==> config.mk <==
export PLATFORM = sky130hd
export DESIGN_NAME = range_reply_parser
export DESIGN_NICKNAME = d
export VERILOG_FILES = /design/src/design/rrp_pkg.sv /design/src/design/rrp_front.sv /design/src/design/rrp_back.sv /design/src/design/range_reply_parser.sv
export SDC_FILE = /design/constraint.sdc
export NUM_CORES = 1
export LEC_CHECK = 0
export BUFFER_PORTS_ARGS = -buffer_cell sky130_fd_sc_hd__buf_2
export CAP_MARGIN = 20
export CELL_PAD_IN_SITES_DETAIL_PLACEMENT = 1
export CELL_PAD_IN_SITES_GLOBAL_PLACEMENT = 2
export CORE_UTILIZATION = 28
export CTS_BUF_LIST = sky130_fd_sc_hd__clkbuf_8 sky130_fd_sc_hd__clkbuf_16
export DETAILED_ROUTE_END_ITERATION = 7
export GPL_ROUTABILITY_DRIVEN = 0
export MAX_ROUTING_LAYER = met4
export PLACE_DENSITY = 0.64
export SLEW_MARGIN = 20
export SYNTH_ARGS = -nofsm -noshare
export SYNTH_HDL_FRONTEND = slang
export SYNTH_SLANG_ARGS = --single-unit
==> constraint.sdc <==
create_clock -name clock -period 6.4 [get_ports clock]
set_input_delay 1.28 -clock clock [delete_from_list [all_inputs] [get_ports clock]]
set_output_delay 1.28 -clock clock [all_outputs]
set_load 0.005 [all_outputs]
==> src/design/rrp_pkg.sv <==
// Package for the range reply parser: shared widths, constants and the queue entry type.
// No dependencies.
package rrp_pkg;
   localparam int unsigned CSR_IDX_W = 2;
   localparam int unsigned CSR_DATA_W = 8;
   localparam logic [CSR_IDX_W-1:0] CSR_PARSE_MODE = 2'd0;
   localparam logic [CSR_IDX_W-1:0] CSR_DEVICE_ID = 2'd1;
   localparam logic [CSR_IDX_W-1:0] CSR_READ_FUNC = 2'd2;
   localparam logic [CSR_IDX_W-1:0] CSR_VALID_STATE = 2'd3;
   localparam logic [15:0] CRC_INIT = 16'hFFFF;
   localparam logic [15:0] CRC_POLY = 16'hA001;

   // Byte as classified by the front end, waiting for the parser.
   typedef struct packed {
      logic [7:0] rx_byte;
      logic       chunk_end;
      logic       is_digit;
      logic [3:0] digit_val;
   } rrp_item_type;

   // One CRC-16/MODBUS byte update, eight shift steps on 16 bits.
   function automatic logic [15:0] crc_byte(input logic [15:0] crc, input logic [7:0] b);
      logic [15:0] c;
      c = crc ^ {8'h00, b};
      for (int k = 0; k < 8; k++) begin
         if (c[0]) c = (c >> 1) ^ CRC_POLY;
         else c = c >> 1;
      end
      return c;
   endfunction
endpackage

==> src/design/rrp_front.sv <==
// Front end of the range reply parser: accepts bytes, classifies them, and queues them.
// Depends on rrp_pkg.
module rrp_front (
   input  logic                  clock,
   input  logic                  reset,
   input  logic                  req_valid,
   output logic                  req_stall,
   input  logic [7:0]            req_rx_byte,
   input  logic                  req_chunk_end,
   output logic                  q_valid,
   input  logic                  q_take,
   output rrp_pkg::rrp_item_type q_item
);
   import rrp_pkg::*;

   rrp_item_type ent_ff [2];
   rrp_item_type ent_in;
   logic wr_ptr_ff, rd_ptr_ff;
   logic [1:0] cnt_ff;
   logic push, pop;

   // Classify the byte as it enters.
   always_comb begin
      ent_in.rx_byte = req_rx_byte;
      ent_in.chunk_end = req_chunk_end;
      ent_in.is_digit = (req_rx_byte >= "0") && (req_rx_byte <= "9");
      ent_in.digit_val = req_rx_byte[3:0];
   end

   assign req_stall = (cnt_ff == 2'd2);
   assign push = req_valid && !req_stall;
   assign q_valid = (cnt_ff != 2'd0);
   assign pop = q_valid && q_take;
   assign q_item = ent_ff[rd_ptr_ff];

   // Two-entry queue between the front and the parser.
   always_ff @(posedge clock) begin
      if (reset) begin
         wr_ptr_ff <= 1'b0;
         rd_ptr_ff <= 1'b0;
         cnt_ff <= 2'd0;
      end else begin
         if (push) begin
            ent_ff[wr_ptr_ff] <= ent_in;
            wr_ptr_ff <= ~wr_ptr_ff;
         end
         if (pop) rd_ptr_ff <= ~rd_ptr_ff;
         cnt_ff <= cnt_ff + {1'b0, push} - {1'b0, pop};
      end
   end
endmodule

==> src/design/rrp_back.sv <==
// Back end of the range reply parser: ASCII and Modbus parsing with the output register.
// Depends on rrp_pkg.
module rrp_back (
   input  logic                  clock,
   input  logic                  reset,
   input  logic                  q_valid,
   output logic                  q_take,
   input  rrp_pkg::rrp_item_type q_item,
   input  logic                  mode_wr,
   input  logic                  parse_mode,
   input  logic [7:0]            device_id,
   input  logic [7:0]            read_func_code,
   input  logic [7:0]            valid_state_code,
   output logic                  rsp_valid,
   input  logic                  rsp_stall,
   output logic [15:0]           rsp_distance_mm,
   output logic [7:0]            rsp_sensor_status,
   output logic                  rsp_update,
   output logic                  rsp_chunk_done,
   output logic                  rsp_chunk_consumed
);
   import rrp_pkg::*;

   typedef enum logic [1:0] {PH_HUNT, PH_SKIP, PH_TAKE, PH_NUM} phase_type;
   localparam logic [2:0] KP_D = 3'd5;

   phase_type phase_ff, phase_in;
   logic [2:0] kp_ff, kp_in;
   logic [15:0] acc_ff, acc_in;
   logic seen_ff, seen_in;
   logic [8:0] pos_ff, pos_in;
   logic [7:0] len_ff, len_in;
   logic [15:0] crc_ff, crc_in;
   logic [15:0] fd_ff, fd_in;
   logic [15:0] dist_ff, dist_in;
   logic [7:0] stat_ff, stat_in;
   logic cons_ff, cons_in;
   logic upd, cons_out;
   logic [7:0] b;
   logic [8:0] crc_lo_pos;
   logic [15:0] crc_b, crc_id;

   assign q_take = !rsp_valid || !rsp_stall;
   assign b = q_item.rx_byte;
   assign crc_lo_pos = 9'd3 + {1'b0, len_ff};
   assign crc_b = crc_byte(crc_ff, b);
   assign crc_id = crc_byte(CRC_INIT, b);

   // Keyword character expected at each position of "State".
   function automatic logic [7:0] kw_char(input logic [2:0] p);
      case (p)
         3'd1: kw_char = "t";
         3'd2: kw_char = "a";
         3'd3: kw_char = "t";
         3'd4: kw_char = "e";
         default: kw_char = "S";
      endcase
   endfunction

   // Next parser state for one byte.
   always_comb begin
      phase_in = phase_ff;
      kp_in = kp_ff;
      acc_in = acc_ff;
      seen_in = seen_ff;
      pos_in = pos_ff;
      len_in = len_ff;
      crc_in = crc_ff;
      fd_in = fd_ff;
      dist_in = dist_ff;
      stat_in = stat_ff;
      cons_in = cons_ff;
      upd = 1'b0;
      cons_out = 1'b0;
      if (!parse_mode) begin
         logic hunt;
         hunt = 1'b0;
         case (phase_ff)
            PH_SKIP: phase_in = PH_TAKE;
            PH_TAKE: begin
               stat_in = b - "0";
               phase_in = PH_HUNT;
            end
            PH_NUM: begin
               if (q_item.is_digit) begin
                  acc_in = (acc_ff << 3) + (acc_ff << 1) + {12'd0, q_item.digit_val};
                  seen_in = 1'b1;
               end else if (!(b == " " && !seen_ff)) begin
                  if (seen_ff) begin
                     dist_in = acc_ff;
                     cons_in = 1'b1;
                     upd = 1'b1;
                  end
                  phase_in = PH_HUNT;
                  seen_in = 1'b0;
                  hunt = 1'b1;
               end
            end
            default: hunt = 1'b1;
         endcase
         // Keyword hunt; a partial digit phase always enters with progress zero.
         if (hunt) begin
            logic [2:0] p;
            p = (phase_ff == PH_NUM) ? 3'd0 : kp_ff;
            if (p >= 3'd1 && p <= 3'd4 && b == kw_char(p)) begin
               if (p == 3'd4) begin
                  phase_in = PH_SKIP;
                  kp_in = 3'd0;
               end else kp_in = p + 3'd1;
            end else if (p == KP_D && b == ":") begin
               phase_in = PH_NUM;
               seen_in = 1'b0;
               acc_in = 16'd0;
               kp_in = 3'd0;
            end else begin
               kp_in = (b == "S") ? 3'd1 : (b == "d") ? KP_D : 3'd0;
            end
         end
      end else begin
         logic restart;
         restart = 1'b0;
         if (pos_ff == 9'd0) restart = 1'b1;
         else if (pos_ff == 9'd1) begin
            if (b == read_func_code) begin
               crc_in = crc_b;
               pos_in = 9'd2;
            end else restart = 1'b1;
         end else if (pos_ff == 9'd2) begin
            len_in = b;
            crc_in = crc_b;
            fd_in = 16'd0;
            pos_in = 9'd3;
         end else if (pos_ff < crc_lo_pos) begin
            if (pos_ff < 9'd5) fd_in = {fd_ff[7:0], b};
            crc_in = crc_b;
            pos_in = pos_ff + 9'd1;
         end else if (pos_ff == crc_lo_pos) begin
            if (b == crc_ff[7:0]) pos_in = pos_ff + 9'd1;
            else restart = 1'b1;
         end else if (pos_ff == crc_lo_pos + 9'd1 && b == crc_ff[15:8]) begin
            if (len_ff >= 8'd2) begin
               dist_in = fd_ff;
               stat_in = valid_state_code;
               upd = 1'b1;
            end
            cons_in = 1'b1;
            pos_in = 9'd0;
            crc_in = CRC_INIT;
         end else restart = 1'b1;
         if (restart) begin
            if (b == device_id) begin
               pos_in = 9'd1;
               crc_in = crc_id;
            end else begin
               pos_in = 9'd0;
               crc_in = CRC_INIT;
            end
         end
      end
      // Chunk end completes a pending ASCII number, drops partial matches and reports the consumed flag.
      if (q_item.chunk_end) begin
         if (!parse_mode && phase_in == PH_NUM && seen_in) begin
            dist_in = acc_in;
            cons_in = 1'b1;
            upd = 1'b1;
         end
         cons_out = cons_in;
         cons_in = 1'b0;
         phase_in = PH_HUNT;
         kp_in = 3'd0;
         seen_in = 1'b0;
         acc_in = 16'd0;
         pos_in = 9'd0;
         crc_in = CRC_INIT;
      end
   end

   // Parser state and output register.
   always_ff @(posedge clock) begin
      if (reset) begin
         phase_ff <= PH_HUNT;
         kp_ff <= 3'd0;
         acc_ff <= 16'd0;
         seen_ff <= 1'b0;
         pos_ff <= 9'd0;
         len_ff <= 8'd0;
         crc_ff <= CRC_INIT;
         fd_ff <= 16'd0;
         dist_ff <= 16'd0;
         stat_ff <= 8'd0;
         cons_ff <= 1'b0;
         rsp_valid <= 1'b0;
      end else if (mode_wr) begin
         phase_ff <= PH_HUNT;
         kp_ff <= 3'd0;
         acc_ff <= 16'd0;
         seen_ff <= 1'b0;
         pos_ff <= 9'd0;
         crc_ff <= CRC_INIT;
      end else begin
         if (q_take) rsp_valid <= q_valid;
         if (q_valid && q_take) begin
            phase_ff <= phase_in;
            kp_ff <= kp_in;
            acc_ff <= acc_in;
            seen_ff <= seen_in;
            pos_ff <= pos_in;
            len_ff <= len_in;
            crc_ff <= crc_in;
            fd_ff <= fd_in;
            dist_ff <= dist_in;
            stat_ff <= stat_in;
            cons_ff <= cons_in;
            rsp_distance_mm <= dist_in;
            rsp_sensor_status <= stat_in;
            rsp_update <= upd;
            rsp_chunk_done <= q_item.chunk_end;
            rsp_chunk_consumed <= cons_out;
         end
      end
   end
endmodule

==> src/design/range_reply_parser.sv <==
// Top level of the range reply parser: configuration registers, front queue and parser.
// Depends on rrp_pkg, rrp_front and rrp_back.
//
//   Channel  Direction  Handshake             Payload
//   req      in         req_valid/req_stall   rx_byte, chunk_end
//   rsp      out        rsp_valid/rsp_stall   distance_mm, sensor_status, update,
//                                             chunk_done, chunk_consumed
//   csr      in         csr_write_en          csr_index, csr_wdata
//
// One byte per cycle sustained while rsp is not stalled; a byte taken on req is written into
// the two-entry queue and then parsed into the parser's output register.
// Reset is synchronous and restores the register defaults and the hunting state.
// A stall on rsp backs up the queue; req stalls only when both queue entries are full.
module range_reply_parser (
   input  logic                           clock,
   input  logic                           reset,
   input  logic                           req_valid,
   output logic                           req_stall,
   input  logic [7:0]                     req_rx_byte,
   input  logic                           req_chunk_end,
   output logic                           rsp_valid,
   input  logic                           rsp_stall,
   output logic [15:0]                    rsp_distance_mm,
   output logic [7:0]                     rsp_sensor_status,
   output logic                           rsp_update,
   output logic                           rsp_chunk_done,
   output logic                           rsp_chunk_consumed,
   input  logic                           csr_write_en,
   input  logic [rrp_pkg::CSR_IDX_W-1:0]  csr_index,
   input  logic [rrp_pkg::CSR_DATA_W-1:0] csr_wdata
);
   import rrp_pkg::*;

   logic mode_ff;
   logic [7:0] dev_ff, func_ff, vstate_ff;
   logic mode_wr;
   logic q_valid, q_take;
   rrp_item_type q_item;

   assign mode_wr = csr_write_en && (csr_index == CSR_PARSE_MODE);

   // Configuration registers.
   always_ff @(posedge clock) begin
      if (reset) begin
         mode_ff <= 1'b0;
         dev_ff <= 8'd1;
         func_ff <= 8'd3;
         vstate_ff <= 8'd0;
      end else if (csr_write_en) begin
         case (csr_index)
            CSR_PARSE_MODE: mode_ff <= csr_wdata[0];
            CSR_DEVICE_ID: dev_ff <= csr_wdata;
            CSR_READ_FUNC: func_ff <= csr_wdata;
            CSR_VALID_STATE: vstate_ff <= csr_wdata;
            default: ;
         endcase
      end
   end

   rrp_front u_front (
      .clock(clock), .reset(reset),
      .req_valid(req_valid), .req_stall(req_stall),
      .req_rx_byte(req_rx_byte), .req_chunk_end(req_chunk_end),
      .q_valid(q_valid), .q_take(q_take), .q_item(q_item)
   );

   rrp_back u_back (
      .clock(clock), .reset(reset),
      .q_valid(q_valid), .q_take(q_take), .q_item(q_item),
      .mode_wr(mode_wr), .parse_mode(mode_ff), .device_id(dev_ff),
      .read_func_code(func_ff), .valid_state_code(vstate_ff),
      .rsp_valid(rsp_valid), .rsp_stall(rsp_stall),
      .rsp_distance_mm(rsp_distance_mm), .rsp_sensor_status(rsp_sensor_status),
      .rsp_update(rsp_update), .rsp_chunk_done(rsp_chunk_done),
      .rsp_chunk_consumed(rsp_chunk_consumed)
   );
endmodule
==> summary.txt, run 1 <==
Synth
  • Ys flop type: dfxtp_1
  • Ys async rst share: 0
  • Synth area leaders: dfxtp_1 24%, edfxtp_1 13%, ha_1 8.3%, xnor2_1 5.3%, nor2_1 4.3%
  • Syn Inst Count: between 1000 and 1500
  • Post-synth EDFFs: 47
  • Syn avg cell area: 9.20 µm²
  • Post-Syn Nets: about 1200
  • Yosys top cell by area: dfxtp_1
  • Post-synthesis sequential area ratio: 0.378
  • Most common cell in the netlist: dfxtp_1
  • Yosys reg bits: 174
  • Synth top area share: 0.243
  • Ys Warns: 0
  • Synth cell types: 81
  • Post-synth top cells: 127 x dfxtp_1, 119 x nor2_1, 73 x nand2_1, 69 x ha_1, 63 x xnor2_1
  • Synth Cell Area: 0.0105 mm²

Setup path
  • Critical Path Sink Type: register
  • Critical path peak fanout: 12
  • Critical-path top delay cell: dfxtp_1
  • CP cell instances: mux2i_4 -> buf_4 -> inv_1 -> fa_1 -> ha_1 -> a211oi_1 -> o211ai_1 -> a41oi_1 -> nor3_1 -> nor3_1 -> a21oi_1 -> a31oi_1 -> o21ai_1
  • WP data arrival: about 5.1 ns
  • Critical Path Max Stage Delay: between 1 and 1.5 ns
  • Critical path class: register to register
  • Startpoint types: register
  • Most frequent CP cell: nor3_1
  • Worst Path Required: 6.71 ns

STA
  • Fin Setup TNS: 0 ns
  • Fin crit share: 0.750
  • Minimum clock period: 4.80 ns
  • Unrepaired setup endpoints after global routing: false
  • Fmax: approximately 0.21 GHz
  • Max Slew Vio Count: 0
  • Final setup viols: 0
  • Endpoints failing hold: 0
  • Least-Margin Pin Slew: 1.04 ns
  • Clk_skew: about 0.015 ns
  • WHS: 0.479 ns
  • Slew Limit Headroom: 0.308

Clock network
  • Setup Buffers After CTS: 0
  • Worst-path clk slew: 0.07 ns
  • Total CTS buffers: 17
  • Worst skew pair latency: around 0.45 ns
  • Clk buf depth: 2
  • Htree depth: 4
  • Cts hold-fix bufs: 0
  • CTS tree: yes
  • CTS Sinks: between 150 and 200
  • Post_cts resized: 0
  • Root Driver: clkbuf_16

Global routing
  • Tot GR Track Use: 0.199
  • Initial antenna violation count: 1
  • Global-route wire length before repair: roughly 57000 µm
  • Largest net degree at the start of global routing: between 40 and 50
  • Vias in the first global route: around 9400
  • GRT overflow: 0

Pwr
  • Pwr/cell area: around 270 mW/mm²
  • Peak supply drop: 0.144 mV
  • Pleak: between 4 and 5 nW

Finish
  • # nets final: 1273
  • Final cell count without fillers: 1659
  • Sequential cell area: around 0.0040 mm²
  • Final core occ: 0.323
  • Area Overhead vs Synth: 13.5%
  • Multi-input gate area: between 0.006 and 0.007 mm²
  • Layout cells sized above 1: 0.118
  • Antenna Cells: 0
  • Fill cells: 4211

Floorplanning
  • Starting Density: 0.285
  • Core area: 0.0367 mm²
  • I/O pins: 53
  • Die area: about 0.038 mm²
  • DIE WIDTH: ~200 µm
  • Core Rows: 70
  • Die span in y: about 200 µm

Placement
  • Port buffer count: 52
  • Inst Count DP: ~1600
  • DP HPWL: roughly 26000 µm

Route
  • First drt pass iteration count: 5
  • Post-route ant nets: 0
  • Post-Route WL: approximately 36000 µm
  • Via density: about 5.4
  • Number of remaining DRC errors: 0
  • DR WL/cell: roughly 22 µm
  • 1st-iter DRT viols: about 470
  • Vias: 8983

Flow run
  • Max Cap Violations: 0

Hold path
  • Hold Crit Class: register to register
  • Hold_sp: dev_ff[4]$_SDFFE_PP0P_

Outcome
  • Status: finished, final reports clean
[through the flow]
stage | power, mW | setup WS [ns] | instance area, µm²
after floorplan | 1.80 | 2.64 | 10500
after global placement | 2.12 | 1.78 | 11300
after detailed placement | 2.13 | 1.69 | 11300
after CTS | 3.21 | 1.67 | 11900
after global routing | 3.33 | 1.33 | 11900
final | 3.17 | 1.60 | 11900
[state kept, by name, summed over array words and instances, names as in the netlist, 3 cells and up, named ones only]
name / count
u_front.ent_ff: 20
u_back.pos_ff: 9
u_back.acc_ff: 16
u_back.stat_ff: 8
u_back.dist_ff: 16
u_back.crc_ff: 16
u_back.fd_ff: 16
u_back.rsp_sensor_status: 8
dev_ff: 8
u_back.kp_ff: 3
u_back.rsp_distance_mm: 16
vstate_ff: 8
u_back.len_ff: 8
func_ff: 8
[worst max-delay path, delay by kind of cell, from the launching register on]
| kind | cells | cell delay, ns |
|---|---|---|
| buf+inv | 2 | 0.42 |
| compound gates | 6 | 1.43 |
| flops | 1 | 1.01 |
| simple gates | 2 | 0.60 |
| fa+ha+maj | 2 | 0.86 |
| mux | 1 | 0.34 |
[final cells by class]
cell class              instances  share of cell area
flip-flops and latches        174               0.333
repair buffers                 80              0.0396
multi-input cells             857               0.513
well taps                     468              0.0493
inverters                      48              0.0152
clock inverters                12              0.0104
clock buffers                  20              0.0393
[metal layers]
layer | track usage | up-vias | share of wire
met1 | 0.273 | 4491 | 0.50
met2 | 0.308 | 182 | 0.45
met3 | 0.0292 | 25 | 0.033
li1 | - | 4285 | -
met5 | - | - | 0
met4 | 0.0461 | 0 | 0.014
[cell families after synthesis]
| group | synth area share |
|---|---|
| DFF | 0.378 |
| and+or+nand+nor | 0.180 |
| AOI/OAI and AO/OA | 0.200 |
| xor gates and xnor gates | 0.0713 |
| muxes | 0.0439 |
| buffers and inverters | 0.0401 |
| adders and majority gates | 0.0864 |
[worst paths after layout]
kind	endpoint	cells past startpoint	slack (ns)
worst min register to register	dev_ff[4]$_SDFFE_PP0P_	2	0.48
worst max register to register	u_back.dist_ff[15]$_SDFFE_PP0P_	13	1.60
worst max-delay path	u_back.dist_ff[15]$_SDFFE_PP0P_	13	1.60
worst min-delay path	dev_ff[4]$_SDFFE_PP0P_	2	0.48
[power breakdown]
| group | leakage [nW] | switching [mW] | internal [mW] |
|---|---|---|---|
| Sequential | 1.49 | 0.0481 | 1.19 |
| Clock | 0.292 | 0.498 | 0.578 |
| Combinational | 2.71 | 0.552 | 0.301 |
| Total | 4.49 | 1.10 | 2.07 |
[layout by cell type (no fill, tap or decap), types with 7 or more instances in the layout]
cell type | netlist | routed
o21ai_1 | 12 | 12
buf_2 | 11 | 52
xnor2_1 | 63 | 63
or3_1 | 10 | 10
o31ai_1 | 9 | 9
a21oi_1 | 47 | 47
o221a_2 | 8 | 8
o32ai_1 | 9 | 9
nor4_1 | 13 | 13
buf_4 | 1 | 28
and3_1 | 7 | 7
mux2i_1 | 31 | 30
a22o_1 | 9 | 9
nand4_1 | 12 | 12
and2_1 | 9 | 9
a31oi_1 | 17 | 17
a211oi_1 | 18 | 18
nand2b_1 | 24 | 24
xor2_1 | 17 | 17
dfxtp_1 | 127 | 127
clkbuf_16 | 0 | 17
a41oi_1 | 8 | 8
ha_1 | 69 | 69
nor3_1 | 22 | 22
a21o_1 | 9 | 9
edfxtp_1 | 47 | 47
a22oi_1 | 29 | 29
nor3b_1 | 28 | 28
nand2_1 | 73 | 73
a211o_1 | 7 | 7
o21ai_0 | 53 | 53
o221ai_1 | 17 | 17
inv_1 | 46 | 45
nand3_1 | 20 | 20
nor2_1 | 119 | 118
(Power assumes the default switching activity.)
==> run 2: changes to the inputs <==
clock period = 4.8 ns   (was 6.4 ns; I/O delays follow)
==> run 2 against run 1 <==
Net effect: first-iteration DRC count grew 30%; critical path depth did not move; die area stayed put; via count is 1.5% higher; maximum frequency rose by 10%; critical endpoint is now u_back.crc_ff[10]$_SDFFE_PP1P_; sequential cell count unchanged; combinational power grew 38%; sequential power up 32%; wire length down 0.17%; count of clock-buffer cells in the layout fell by 1.
==> summary.txt, run 2 (synthesis gave the netlist of run 1 again) <==
Outcome
  • Status: finished, final reports clean

Global routing
  • Largest net degree at the start of global routing: 61
  • Global-route wire length before repair: 55100 µm
  • GRT overflow: 0
  • Tot GR Track Use: 0.194
  • Vias in the first global route: about 9100
  • Initial antenna violation count: 0

STA
  • Minimum clock period: approximately 4.4 ns
  • Max Slew Vio Count: 0
  • Fin Setup TNS: 0 ns
  • Least-Margin Pin Slew: about 1.1 ns
  • Final setup viols: 0
  • Endpoints failing hold: 0
  • Slew Limit Headroom: 0.276
  • Unrepaired setup endpoints after global routing: false
  • Clk_skew: about 0.016 ns
  • Fin crit share: 0.910
  • Fmax: 0.229 GHz

Clock network
  • Htree depth: 4
  • Cts hold-fix bufs: 0
  • CTS tree: yes
  • Worst-path clk slew: 0.07 ns
  • Setup Buffers After CTS: 0
  • Worst skew pair latency: ~0.46 ns
  • Post_cts resized: 0
  • CTS Sinks: between 150 and 200
  • Clk buf depth: 2
  • Total CTS buffers: 17
  • Root Driver: clkbuf_16

Finish
  • Area Overhead vs Synth: 14.6%
  • Commonest non-fill, non-tap cell in the layout: dfxtp_1
  • Max reg flops: 20
  • Layout cells sized above 1: 0.126
  • Largest Register: u_front.ent_ff
  • Fill cells: 4204
  • Antenna Cells: 0
  • Most frequent cells in the layout: 127 x dfxtp_1, 118 x nor2_1, 73 x nand2_1
  • # nets final: 1287
  • Final core occ: 0.326

Route
  • 1st-iter DRT viols: between 600 and 700
  • Post-Route WL: roughly 36000 µm
  • Post-route ant nets: 0
  • DR WL/cell: ~21 µm
  • First drt pass iteration count: 5
  • Number of remaining DRC errors: 0
  • Vias: between 9000 and 10000
  • Via density: roughly 5.5

Setup path
  • Critical path peak fanout: 13
  • CP cell instances: inv_1 -> ha_1 -> and4b_1 -> xnor2_1 -> ha_1 -> nand4_1 -> a21oi_1 -> nor2_1 -> o31ai_1 -> a41oi_1 -> buf_4 -> o32ai_1 -> a31oi_1
  • Most frequent CP cell: ha_1
  • Critical-path top delay cell: o31ai_1
  • Startpoint types: register
  • Critical Path Max Stage Delay: ~0.60 ns
  • Critical path class: register to register
  • Buf/Inv on CP: 2
  • Worst Path Required: 5.10 ns
  • CP delay by family, top: compound AO/OA/AOI/OAI gates
  • Setup crit start: u_back.len_ff[0]$_SDFFE_PP0P_
  • WP data arrival: 4.67 ns
  • FF-to-FF Start: u_back.len_ff[0]$_SDFFE_PP0P_
  • Critical Path Sink Type: register

Floorplanning
  • DIE WIDTH: slightly below 200 µm
  • Core area: 0.0367 mm²
  • I/O pins: 53
  • Core Rows: 70
  • Die area: about 0.038 mm²
  • Die span in y: roughly 200 µm
  • Starting Density: 0.285

Placement
  • DP HPWL: between 20000 and 30000 µm
  • Port buffer count: 52

Flow run
  • Max Cap Violations: 0

Pwr
  • Peak supply drop: between 0.2 and 0.25 mV
  • Design Power: between 4 and 5 mW
  • Pwr/cell area: 355 mW/mm²
  • Pleak: ~4.6 nW

Hold path
  • Hold Crit Class: register to register
  • Hold_sp: dev_ff[1]$_SDFFE_PP0P_
-- run 2: cell types whose count changed in the layout (fill, tap and decap cells not counted), sizes merged --
cell and delta:
buf +14, inv +2, clkbuf -1, clkinvlp -1
-- run 2: final timing paths --
| path | to | slack [ns] | cells past startpoint |
|---|---|---|---|
| worst min-delay path | dev_ff[1]$_SDFFE_PP0P_ | 0.47 | 2 |
| worst max-delay path | u_back.crc_ff[10]$_SDFFE_PP1P_ | 0.43 | 13 |
| worst max register to register | u_back.crc_ff[10]$_SDFFE_PP1P_ | 0.43 | 13 |
| worst min register to register | dev_ff[1]$_SDFFE_PP0P_ | 0.47 | 2 |
-- run 2: cell type report --
class,instances,area (µm²),area share
multi-input combinational,857,6090,0.508
sequential,174,3950,0.330
timing repair buffer,94,588,0.0491
tap,468,586,0.0489
clock buffer,19,475,0.0397
inverter,48,180,0.0150
clock inverter,13,109,0.00909
-- run 2: worst reg2reg max path: stages, from the launching register on --
cell and delay (ns):
dfxtp_1 0.54, inv_1 0.17, ha_1 0.36, and4b_1 0.38, xnor2_1 0.12, ha_1 0.36, nand4_1 0.14, a21oi_1 0.18
nor2_1 0.10, o31ai_1 0.60, a41oi_1 0.59, buf_4 0.37, o32ai_1 0.23, a31oi_1 0.07
-- run 2: through the flow --
stage	instances	setup WS, ns	instance area, µm²	hold slack (ns)
final	1673	0.434	12000	0.474
after global routing	1673	0.0305	12000	0.489
after CTS	1673	0.417	12000	0.475
after detailed placement	1641	0.432	11400	0.460
after global placement	1641	0.461	11400	0.457
after floorplan	1136	1.04	10500	0.438
-- run 2: per-layer routing --
metal	GRT usage	wire (µm)	vias up	share of wire
met4	0.0467	454	0	0.013
li1	-	-	4315	-
met2	0.296	16000	142	0.45
met3	0.0231	921	30	0.026
met1	0.272	18300	4631	0.51
met5	-	0	-	0
-- run 2: report_power, final --
part	leakage, nW	switching, mW	internal [mW]
sequential	1.48	0.0512	1.59
combinational	2.78	0.756	0.424
clock	0.304	0.651	0.778
